**src/rtl/lscd_pkg.sv**
```systemverilog
`timescale 1ns / 1ps
// ----------------------------------------------------------------------------
// lscd_pkg: shared definitions of the change dispenser
// Denomination tables, field widths and the controller/datapath interface.
// ----------------------------------------------------------------------------
package lscd_pkg;

  localparam int DENOM_COUNT = 7;
  localparam int SLOT_W      = (DENOM_COUNT > 1) ? $clog2(DENOM_COUNT) : 1;
  localparam int AMT_W       = 13;
  localparam int CNT_W       = 5;
  localparam int TILL_W      = 12;
  localparam int VAL_W       = 9;
  localparam int PAY_W       = CNT_W + VAL_W;
  // Reciprocal scale: AMT_W plus the bits of the largest value keeps the
  // multiply-and-shift quotient exact for every amount.
  localparam int RECIP_SHIFT = AMT_W + VAL_W;
  localparam int RECIP_W     = RECIP_SHIFT + 1;
  localparam int PROD_W      = AMT_W + RECIP_W;

  // Value of one piece in half-units, largest first.
  function automatic logic [VAL_W-1:0] denom_value(input logic [SLOT_W-1:0] slot);
    logic [VAL_W-1:0] v;
    v = '0;
    case (int'(slot))
      0: v = VAL_W'(400);
      1: v = VAL_W'(200);
      2: v = VAL_W'(100);
      3: v = VAL_W'(20);
      4: v = VAL_W'(10);
      5: v = VAL_W'(2);
      6: v = VAL_W'(1);
      default: v = '0;
    endcase
    return v;
  endfunction

  // ceil(2^RECIP_SHIFT / value); zero for an empty slot.
  function automatic logic [RECIP_W-1:0] denom_recip(input logic [SLOT_W-1:0] slot);
    logic [RECIP_W-1:0] r;
    r = '0;
    case (int'(slot))
      0: r = RECIP_W'(10486);
      1: r = RECIP_W'(20972);
      2: r = RECIP_W'(41944);
      3: r = RECIP_W'(209716);
      4: r = RECIP_W'(419431);
      5: r = RECIP_W'(2097152);
      6: r = RECIP_W'(4194304);
      default: r = '0;
    endcase
    return r;
  endfunction

  // Pieces on hand after reset.
  function automatic logic [CNT_W-1:0] denom_reset(input logic [SLOT_W-1:0] slot);
    logic [CNT_W-1:0] c;
    c = '0;
    case (int'(slot))
      0: c = CNT_W'(2);
      1: c = CNT_W'(4);
      2: c = CNT_W'(6);
      3: c = CNT_W'(10);
      4: c = CNT_W'(10);
      5: c = CNT_W'(20);
      6: c = CNT_W'(20);
      default: c = '0;
    endcase
    return c;
  endfunction

  function automatic int till_reset_sum();
    int sum;
    sum = 0;
    for (int i = 0; i < DENOM_COUNT; i++) begin
      sum += int'(denom_value(SLOT_W'(i))) * int'(denom_reset(SLOT_W'(i)));
    end
    return sum;
  endfunction

  localparam int TILL_RESET = till_reset_sum();

  // Controller to datapath commands.
  typedef struct packed {
    logic load;     // capture the amount, restart at slot 0
    logic div;      // register the quotient of the remainder
    logic sub;      // take pieces, lower the remainder, next slot
    logic commit;   // settle stock or roll back
    logic advance;  // record beat taken, next slot
  } dp_cmd_t;

  // Datapath to controller status.
  typedef struct packed {
    logic slot_last;
  } dp_stat_t;

endpackage

```
**src/rtl/lscd_ctrl.sv**
```systemverilog
`timescale 1ns / 1ps
// ----------------------------------------------------------------------------
// lscd_ctrl: sequencer of the change dispenser
// Steps the datapath through divide, take, commit and record phases.
// ----------------------------------------------------------------------------
module lscd_ctrl (
  input  logic              clk_i,
  input  logic              rst_ni,
  input  logic              in_valid_i,
  output logic              in_ready_o,
  output logic              out_valid_o,
  input  logic              out_ready_i,
  input  lscd_pkg::dp_stat_t stat_i,
  output lscd_pkg::dp_cmd_t  cmd_o
);

  localparam logic [2:0] ST_IDLE   = 3'd0;
  localparam logic [2:0] ST_DIV    = 3'd1;
  localparam logic [2:0] ST_SUB    = 3'd2;
  localparam logic [2:0] ST_COMMIT = 3'd3;
  localparam logic [2:0] ST_EMIT   = 3'd4;

  logic [2:0] state_q, state_d;

  always_comb begin
    state_d     = state_q;
    cmd_o       = '0;
    in_ready_o  = 1'b0;
    out_valid_o = 1'b0;
    unique case (state_q)
      ST_IDLE: begin
        in_ready_o = 1'b1;
        if (in_valid_i) begin
          cmd_o.load = 1'b1;
          state_d    = ST_DIV;
        end
      end
      ST_DIV: begin
        cmd_o.div = 1'b1;
        state_d   = ST_SUB;
      end
      ST_SUB: begin
        cmd_o.sub = 1'b1;
        state_d   = stat_i.slot_last ? ST_COMMIT : ST_DIV;
      end
      ST_COMMIT: begin
        cmd_o.commit = 1'b1;
        state_d      = ST_EMIT;
      end
      ST_EMIT: begin
        out_valid_o = 1'b1;
        if (out_ready_i) begin
          cmd_o.advance = 1'b1;
          if (stat_i.slot_last) begin
            state_d = ST_IDLE;
          end
        end
      end
      default: begin
        state_d = ST_IDLE;
      end
    endcase
  end

  always_ff @(posedge clk_i or negedge rst_ni) begin
    if (!rst_ni) begin
      state_q <= ST_IDLE;
    end else begin
      state_q <= state_d;
    end
  end

  a_no_overlap: assert property (@(posedge clk_i) disable iff (!rst_ni)
    !(in_ready_o && out_valid_o))
    else $error("input taken while records pending");

  a_commit_then_emit: assert property (@(posedge clk_i) disable iff (!rst_ni)
    cmd_o.commit |=> out_valid_o)
    else $error("no record after commit");

endmodule

```
**src/rtl/lscd_datapath.sv**
```systemverilog
`timescale 1ns / 1ps
// ----------------------------------------------------------------------------
// lscd_datapath: stock, remainder and record registers
// Reciprocal divide, capped take, stock commit and record selection.
// ----------------------------------------------------------------------------
module lscd_datapath (
  input  logic                                clk_i,
  input  logic                                rst_ni,
  input  lscd_pkg::dp_cmd_t                   cmd_i,
  output lscd_pkg::dp_stat_t                  stat_o,
  input  logic [lscd_pkg::AMT_W-1:0]          change_amount_i,
  output logic [lscd_pkg::SLOT_W-1:0]         slot_o,
  output logic [lscd_pkg::CNT_W-1:0]          piece_count_o,
  output logic                                short_o,
  output logic [lscd_pkg::TILL_W-1:0]         till_o
);

  logic [lscd_pkg::AMT_W-1:0]  amount_q;
  logic [lscd_pkg::AMT_W-1:0]  rem_q, rem_d;
  logic [lscd_pkg::CNT_W-1:0]  quot_q, quot_d;
  logic [lscd_pkg::SLOT_W-1:0] slot_q;
  logic [lscd_pkg::CNT_W-1:0]  paid_q  [lscd_pkg::DENOM_COUNT];
  logic [lscd_pkg::CNT_W-1:0]  stock_q [lscd_pkg::DENOM_COUNT];
  logic                        short_q;
  logic [lscd_pkg::TILL_W-1:0] till_q;

  logic                        slot_last;
  logic [lscd_pkg::PROD_W-1:0] prod;
  logic [lscd_pkg::AMT_W-1:0]  quot_full;
  logic [lscd_pkg::CNT_W-1:0]  take;
  logic [lscd_pkg::PAY_W-1:0]  pay;

  assign slot_last = (slot_q == lscd_pkg::SLOT_W'(lscd_pkg::DENOM_COUNT - 1));
  assign stat_o.slot_last = slot_last;

  // Remainder divided by the slot value through its scaled reciprocal.
  assign prod = lscd_pkg::PROD_W'(rem_q)
              * lscd_pkg::PROD_W'(lscd_pkg::denom_recip(slot_q));
  assign quot_full = prod[lscd_pkg::RECIP_SHIFT +: lscd_pkg::AMT_W];

  always_comb begin
    if (quot_full > lscd_pkg::AMT_W'({lscd_pkg::CNT_W{1'b1}})) begin
      quot_d = '1;
    end else begin
      quot_d = quot_full[lscd_pkg::CNT_W-1:0];
    end
  end

  // Cap the quotient at the stock on hand.
  assign take = (quot_q < stock_q[slot_q]) ? quot_q : stock_q[slot_q];
  assign pay  = lscd_pkg::PAY_W'(take) * lscd_pkg::PAY_W'(lscd_pkg::denom_value(slot_q));
  assign rem_d = rem_q - pay[lscd_pkg::AMT_W-1:0];

  always_ff @(posedge clk_i) begin
    if (cmd_i.load) begin
      amount_q <= change_amount_i;
      rem_q    <= change_amount_i;
    end else if (cmd_i.sub) begin
      rem_q <= rem_d;
    end
    if (cmd_i.div) begin
      quot_q <= quot_d;
    end
    if (cmd_i.sub) begin
      paid_q[slot_q] <= take;
    end
  end

  always_ff @(posedge clk_i or negedge rst_ni) begin
    if (!rst_ni) begin
      slot_q  <= '0;
      short_q <= 1'b0;
      till_q  <= lscd_pkg::TILL_W'(lscd_pkg::TILL_RESET);
      for (int i = 0; i < lscd_pkg::DENOM_COUNT; i++) begin
        stock_q[i] <= lscd_pkg::denom_reset(lscd_pkg::SLOT_W'(i));
      end
    end else begin
      if (cmd_i.load) begin
        slot_q <= '0;
      end else if (cmd_i.sub || cmd_i.advance) begin
        slot_q <= slot_last ? '0 : slot_q + 1'b1;
      end
      if (cmd_i.commit) begin
        short_q <= (rem_q != '0);
        // Settle stock only when the whole amount was paid.
        if (rem_q == '0) begin
          till_q <= till_q - amount_q[lscd_pkg::TILL_W-1:0];
          for (int i = 0; i < lscd_pkg::DENOM_COUNT; i++) begin
            stock_q[i] <= stock_q[i] - paid_q[i];
          end
        end
      end
    end
  end

  assign slot_o        = slot_q;
  assign piece_count_o = short_q ? '0 : paid_q[slot_q];
  assign short_o       = short_q;
  assign till_o        = till_q;

  a_rem_falls: assert property (@(posedge clk_i) disable iff (!rst_ni)
    cmd_i.sub |=> rem_q <= $past(rem_q))
    else $error("remainder grew");

  a_till_paid: assert property (@(posedge clk_i) disable iff (!rst_ni)
    (cmd_i.commit && rem_q == '0) |=>
      till_q == $past(till_q - amount_q[lscd_pkg::TILL_W-1:0]))
    else $error("till does not match amount paid");

  a_short_hold: assert property (@(posedge clk_i) disable iff (!rst_ni)
    (cmd_i.commit && rem_q != '0) |=> $stable(till_q))
    else $error("till changed on short request");

endmodule

```
**src/rtl/limited_stock_change_dispenser.sv**
```systemverilog
`timescale 1ns / 1ps
// ----------------------------------------------------------------------------
// limited_stock_change_dispenser: greedy change payout from a limited stock
// Pays a change amount from seven denominations and tracks stock and till.
// ----------------------------------------------------------------------------
// Usage:
//   Input channel (in_valid_i / in_ready_o) moves one beat: change_amount_i
//   in half-units. Output channel (out_valid_o / out_ready_i) returns seven
//   beats per request, one per denomination slot, largest first, with
//   last_record_o high on the seventh.
//   For each slot a divide step registers remainder / value through a
//   reciprocal multiply, and a take step caps it at the stock and lowers the
//   remainder. After the seven slots a commit step settles the stock, or
//   rolls it back and flags the request short. out_valid_o rises after the
//   commit step. A new amount is taken in the cycle after the seventh
//   record is accepted.
//   Reset restores the stock to 2, 4, 6, 10, 10, 20, 20 pieces and the till
//   to 2560 half-units; no clearing pass is needed.
//   When the receiver stalls, the current record holds on the outputs and
//   in_ready_o stays low until all records are gone.
// ----------------------------------------------------------------------------
module limited_stock_change_dispenser (
  input  logic                        clk_i,
  input  logic                        rst_ni,
  input  logic                        in_valid_i,
  output logic                        in_ready_o,
  input  logic [lscd_pkg::AMT_W-1:0]  change_amount_i,
  output logic                        out_valid_o,
  input  logic                        out_ready_i,
  output logic [2:0]                  denom_index_o,
  output logic [lscd_pkg::CNT_W-1:0]  piece_count_o,
  output logic                        short_flag_o,
  output logic [lscd_pkg::TILL_W-1:0] till_value_o,
  output logic                        last_record_o
);

  lscd_pkg::dp_cmd_t           cmd;
  lscd_pkg::dp_stat_t          stat;
  logic [lscd_pkg::SLOT_W-1:0] slot;

  // Sequence the phases of one request.
  lscd_ctrl u_ctrl (
    .clk_i       (clk_i),
    .rst_ni      (rst_ni),
    .in_valid_i  (in_valid_i),
    .in_ready_o  (in_ready_o),
    .out_valid_o (out_valid_o),
    .out_ready_i (out_ready_i),
    .stat_i      (stat),
    .cmd_o       (cmd)
  );

  // Hold the stock, the till and the records of the current request.
  lscd_datapath u_datapath (
    .clk_i           (clk_i),
    .rst_ni          (rst_ni),
    .cmd_i           (cmd),
    .stat_o          (stat),
    .change_amount_i (change_amount_i),
    .slot_o          (slot),
    .piece_count_o   (piece_count_o),
    .short_o         (short_flag_o),
    .till_o          (till_value_o)
  );

  // Slot number fits the 3-bit record field.
  assign denom_index_o = 3'(slot);
  assign last_record_o = stat.slot_last;

endmodule
```
**config.mk**
```make
export PLATFORM = sky130hd
export DESIGN_NAME = limited_stock_change_dispenser
export DESIGN_NICKNAME = d
export VERILOG_FILES = /design/src/rtl/lscd_pkg.sv /design/src/rtl/lscd_ctrl.sv /design/src/rtl/lscd_datapath.sv /design/src/rtl/limited_stock_change_dispenser.sv
export SDC_FILE = /design/constraint.sdc
export NUM_CORES = 1
export LEC_CHECK = 0
export BUFFER_PORTS_ARGS = -buffer_cell sky130_fd_sc_hd__buf_2
export CORE_ASPECT_RATIO = 1.4
export CORE_MARGIN = 2
export CORE_UTILIZATION = 50
export DETAILED_ROUTE_END_ITERATION = 7
export PLACE_DENSITY = 0.71
export REMOVE_ABC_BUFFERS = 1
export SLEW_MARGIN = 20
export SYNTH_ARGS = -nofsm -noshare
export SYNTH_HDL_FRONTEND = slang
export SYNTH_SLANG_ARGS = --single-unit
```
**constraint.sdc**
```tcl
create_clock -name clk_i -period 11.2 [get_ports clk_i]
set_input_delay 2.24 -clock clk_i [delete_from_list [all_inputs] [get_ports clk_i]]
set_output_delay 2.24 -clock clk_i [all_outputs]
set_load 0.01 [all_outputs]
```
## Yosys cells after proc, flatten, opt, wreduce, memory -nomap -nowiden

Memory sizes are Yosys's and may differ from the RTL's.
Cells that the tools add are included.

- Add/sub/neg operators: 10
- $mul: 2
- $lt $le $gt $ge: 3
- Eq/ne operators: 13
- Mux-type cells: 28
- Bitwise gates (word level): 1
- Reduce and logical (&&, ||, !) cells: 9

Operators by type and width:

| operator | number |
|---|---|
| one-hot mux 23 bit (7 select lines) | 1 |
| one-hot mux 9 bit (7 select lines) | 1 |
| multiplier 13 x 23 -> 35 bit | 1 |
| subtractor 5 bit | 7 |
| 2-to-1 mux 13 bit | 2 |
| 2-to-1 mux 5 bit | 4 |
| 2-to-1 mux 3 bit | 6 |
| binary-select mux 5 bit (select 3 bit) | 1 |
| one-hot mux 3 bit (5 select lines) | 1 |
| greater-than comparator 13 x 5 -> 1 bit, second input constant | 1 |
| logical NOT 13 bit | 1 |
| multiplier 5 x 9 -> 13 bit | 1 |
| nonzero test 13 bit | 1 |
| subtractor 13 bit | 1 |
| == test 3 x 2 -> 1 bit, second input constant | 4 |
| == test 3 bit, second input constant | 4 |
| subtractor 12 bit | 1 |
| 2-to-1 mux 1 bit | 11 |
| == test 3 x 1 -> 1 bit, second input constant | 2 |
| logical NOT 3 bit | 2 |
| < comparator 5 bit | 1 |
| >= comparator 4 bit, second input constant | 1 |
| inequality test 2 bit, second input constant | 2 |
| inverter 3 -> 4 bit | 1 |
| 7 further kinds | 8 |

- Bits in registers: 84
- Memory bits (writable): 35
- Input bits: 17
- Output and inout bits: 24
- Word-level logic and storage cells: 81
- Memories kept: 1

Memories:

| name | depth | width | rd ports | clocked after Yosys merged registers in | wr ports | line | text |
|---|---|---|---|---|---|---|---|
| u_datapath.paid_q | 7 | 5 | 8 | 0 | 1 | lscd_datapath.sv:22 | `logic [lscd_pkg::CNT_W-1:0] paid_q [lscd_pkg::DENOM_COUNT];` |

## Longest topological paths before layout

- Word-level depth: 10
- Mapped depth: 33
- Depth with buffers taken out: 27

## Cells and area by module

From an unflattened synthesis, not the netlist that was laid out.

- Cells, all modules: 1762
- Area total of the unflattened synthesis: 16646.0 µm²

By module, submodules not included:

| module | times used | cells each | area an instance (µm²) | seq. area each (µm²) |
|---|---|---|---|---|
| lscd_datapath | 1 | 1745 | 16475.8 | 3395.8 |
| lscd_ctrl | 1 | 17 | 170.2 | 75.1 |

## Worst setup path after synthesis

OpenSTA, ideal clock, no wires.

- Path type: register -> register
- From: register u_datapath.slot_q, in the netlist u_datapath.slot_o[1]
- To: register u_datapath.quot_q[4] in the netlist's numbering, data pin
- Setup time: 0.271 ns
- Arrival time: 7.891 ns
- Data required time: 10.929 ns
- Path slack: 3.038 ns
- Stages on the path, launching flop included: 32
- Path buffers: 7
- Clock period less this slack: 8.162 ns
- Path through: dfrtp_1 -> clkbuf_2 -> clkbuf_1 -> buf_1 -> clkbuf_1 -> buf_1 -> and2_1 -> ha_1 -> inv_1 -> a31oi_1 -> clkbuf_1 -> clkbuf_1 -> o21ai_0 -> fa_1 -> inv_1 -> fa_1 -> fa_1 -> fa_1 -> inv_1 -> fa_1 -> inv_1 -> ha_1 -> a21o_1 -> a21o_1 -> a2111oi_4 -> o32ai_1 -> a221oi_2 -> or2b_1 -> a21oi_1 -> mux2_4 -> nor4_4 -> nand3_1

- Word-level cells in the longest chain between the ends: 4
- Elaborated cells between the ends (all ways): 10
- Classes of those cells: mul: 1; order compare: 1; eq/ne: 6; mux: 1; reduce/logical: 1

Ends and longest elaborated chain:

| what | line | text |
|---|---|---|
| from (decl) | lscd_datapath.sv:21 | `logic [lscd_pkg::SLOT_W-1:0] slot_q;` |
| from (signal assigned) | lscd_datapath.sv:81 | `slot_q <= slot_last ? '0 : slot_q + 1'b1;` |
| == test 3 bit (tied with other cells) | lscd_pkg.sv:42 | `case (int'(slot))` |
| one-hot mux 23 bit (7 select lines) * | lscd_pkg.sv:42 |  |
| multiplier 13 x 23 -> 35 bit * | lscd_datapath.sv:38 | `* lscd_pkg::PROD_W'(lscd_pkg::denom_recip(slot_q));` |
| greater-than comparator 13 x 5 -> 1 bit | lscd_datapath.sv:42 | `if (quot_full > lscd_pkg::AMT_W'({lscd_pkg::CNT_W{1'b1}})) begin` |
| to (signal assigned) | lscd_datapath.sv:62 | `quot_q <= quot_d;` |
| to (decl) | lscd_datapath.sv:20 | `logic [lscd_pkg::CNT_W-1:0] quot_q, quot_d;` |

Every way passes the cells marked *; elsewhere a longest branch is shown, timed or not.
A chain may end at the register's enable or synchronous reset.

## Final worst setup path

- From: register u_datapath.slot_q, in the netlist u_datapath.slot_o[0]
- To: register u_datapath.quot_q[1] in the netlist's numbering, data pin

Same word-level chain as after synthesis.

==> impl_results.md <==
- Maxcap violations: 0
- CTS sink cnt: approximately 120
- WP data required: 11.36 ns
- Initial antenna violation count: 0
- Setup Fix Bufs, Post-CTS: 0
- Nets: 2,207
- Cell count after synthesis: approximately 1,800
- Avg Cell Area, Syn: 9.317 sq um
- Die Y: 219.6 um
- Final period util: about four fifths
- Max Clk Rate: approximately 110 MHz
- Status: finished clean
- Placed Instance Area: between 15,000 and 20,000 sq um
- Most frequent cells in the layout: inv_1, nand2_1, fa_1
- Setup violators final: 0
- CP Capture Type: flip-flop
- Antenna Nets Post-Route: 0
- Largest net degree at the start of global routing: 56
- CTS Buf Count: 17
- EDFF count, synth: 70
- Unrepaired setup endpoints after global routing: no
- Final instance area: 17,910 sq um
- GPL Wtd Cong: ~0.95
- Core area: 32,600 sq um
- Hpwl dp: about 35,000 um
- YS warnings: 0
- Root buf cell: clkbuf_16
- Slowest-stage cell, CP: nor2_1
- Final Hold Vio Count: 0
- Via count: between 10,000 and 15,000
- Iteration-0 DRC Markers: about 840
- Fin Hold WS: roughly 0.47 ns
- First-pass GRT wire length: about 71,000 um
- Number of distinct library cells after synthesis: 64
- Largest stage delay on the critical path: between 0.9 and 1 ns
- CTS tree: yes
- Critical path cell sequence: buf_4, inv_1, nor2_1, nand2_1, nand2_1, nand2_1, fa_1, inv_1, fa_1, fa_1, fa_1, inv_1, fa_1, inv_1, ha_1, nand4_1, or3_1, nor2_1, a221oi_2, or2b_1, a21oi_1, mux2_4, nor4_4, nand3_1
- Clk_lat worst skew: around 0.44 ns
- Crit path max-delay family: simple AND/OR/NAND/NOR gates
- Wirelength per Cell: approximately 20 um
- Least-Margin Pin Slew: about 1.2 ns
- Vias in the first global route: approximately 14,000
- Die ar.: between 30,000 and 40,000 sq um
- Fillers: slightly below 3,000
- Arr. time, crit path: 9.01 ns
- Clk_skew: between 0.01 and 0.015 ns
- CP most frequent cell: fa_1
- Final setup TNS: 0 ns
- Antenna cells: 0
- Clock tree buffer depth: 2
- Cell Rows: slightly below 80
- Reg clk slew, reported paths: approximately 0.060 ns
- # port buffers: 40
- Drt drc: 0
- Setup CP Type: flip-flop to flip-flop
- Synthesis-to-finish area growth: 7.910%
- Hold Crit Class: flip-flop to flip-flop
- Cts hold-fix bufs: 0
- Crit-path max FO: 55
- H-tree Lvls: 4
- Post-synthesis register bit count: around 120
- Drt via density: ~5.6
- Routed Wire Length: 44,070 um
- 1st-pass router iterations: 6
- Final Critical Period: 8.844 ns
- Rel. slew slack: roughly 22%
- Ports: just over 40
- Post-Syn Area: approximately 17,000 sq um
- Post-CTS resize count: 0
- Buffers & Inverters on Critical Path: 5
- Seq/Total Area, Yosys: 20.92%
- Ys flop type: edfxtp_1
- Starting density of the core: around half
- Total grt overflow: 0
- Fraction of layout cells with a size suffix above 1: about 7.7%
- FFs w/ async S/R, synth: a little over two fifths
- Die width: 158.0 um
- Setup crit start kind: flip-flop
- Most common cell after layout, fill and taps aside: inv_1
- Overall fraction of global-route tracks in use: approximately 27%
- Fin. max-slew vios: 0
## layer usage
metal / vias up / global-route usage, % / part of all wire [%]
met4: 0 / 19.43 / 8.0
li1: 5634 / - / -
met2: 498 / 48.38 / 51
met1: 6216 / 29.31 / 35
met5: - / 0 / 0
met3: 175 / 3.795 / 5.4
## cell type report
class	count	area [sq um]	share of cell area (%)
Timing Repair Buffer	63	372.9	2.082
Inverter	381	1430	7.987
Clock buffer	17	425.4	2.376
Sequential cell	124	3472	19.39
Tap cell	440	550.5	3.075
Clock inverter	15	200.2	1.118
Multi-Input combinational cell	1209	11450	63.97
## per-stage QoR
step	std cells	worst slack [ns]	util, %
after floorplan	1714	3.097	-
final	2249	2.356	54.93
after detailed placement	2217	2.537	52.99
after global placement	2217	2.608	52.99
after global routing	2249	1.999	54.93
after CTS	2249	2.493	54.91
## sequential cells by signal, indices dropped and copies added (netlist names)
| register | cells |
|---|---|
| u_datapath.slot_o | 3 |
| u_datapath.quot_q | 5 |
| u_datapath.amount_q | 12 |
| u_ctrl.state_q | 3 |
| u_datapath.stock_q | 35 |
| u_datapath.paid_q | 40 |
| u_datapath.short_o | 1 |
| u_datapath.rem_q | 13 |
| u_datapath.till_o | 12 |
## cells by family (layout without fill, tap and decap cells)
kind of cell | count (synthesis) | after routing | share of synthesized area [%]
compound gates | 229 | 229 | 8.656
xor+xnor | 60 | 60 | 3.167
fa+ha+maj | 394 | 394 | 40.66
buf+inv | 448 | 476 | 10.17
flops | 124 | 124 | 20.92
mux | 27 | 27 | 2.715
simple gates | 499 | 499 | 13.72
## worst paths after layout
kind,from,endpoint,slack (ns),cells after the start
setup / recovery,u_datapath.slot_o[0],u_datapath.quot_q[1],2.36,24
hold / removal,u_datapath.stock_q[34],u_datapath.stock_q[34],0.47,1
setup reg to reg,u_datapath.slot_o[0],u_datapath.quot_q[1],2.36,24
hold reg to reg,u_datapath.stock_q[34],u_datapath.stock_q[34],0.47,1
max in group asynchronous,rst_ni,u_datapath.slot_o[0],8.73,2
min in group asynchronous,rst_ni,u_datapath.till_o[10],1.94,2
## cells in the mapped netlist (4+ instances only)
master,instances,area share [%]
nand3_1,13,0.39
mux2i_1,12,0.72
nor2b_1,9,0.34
ha_1,152,11
xor2_1,31,1.6
a31oi_1,7,0.26
buf_2,4,0.12
buf_1,5,0.11
nor3_1,24,0.72
a21o_1,35,1.6
nor3b_1,4,0.18
fa_1,242,29
nor2_1,82,1.9
edfxtp_1,70,13
dfrtp_1,40,6.0
nand2_1,252,5.7
o31ai_1,10,0.45
and3_1,24,0.90
a22oi_1,4,0.18
dfstp_2,14,2.2
clkbuf_1,57,1.3
o21a_1,9,0.41
inv_1,379,8.6
a21boi_0,4,0.18
or2_2,5,0.19
and2_1,60,2.3
xnor2_1,29,1.5
o21ai_0,57,1.7
mux4_2,14,1.9
nand2b_1,7,0.26
a21oi_1,73,2.2
Power is left out: the tool's default activity adds up to more than one toggle a clock period on the data nets, which glitch-free logic cannot reach.
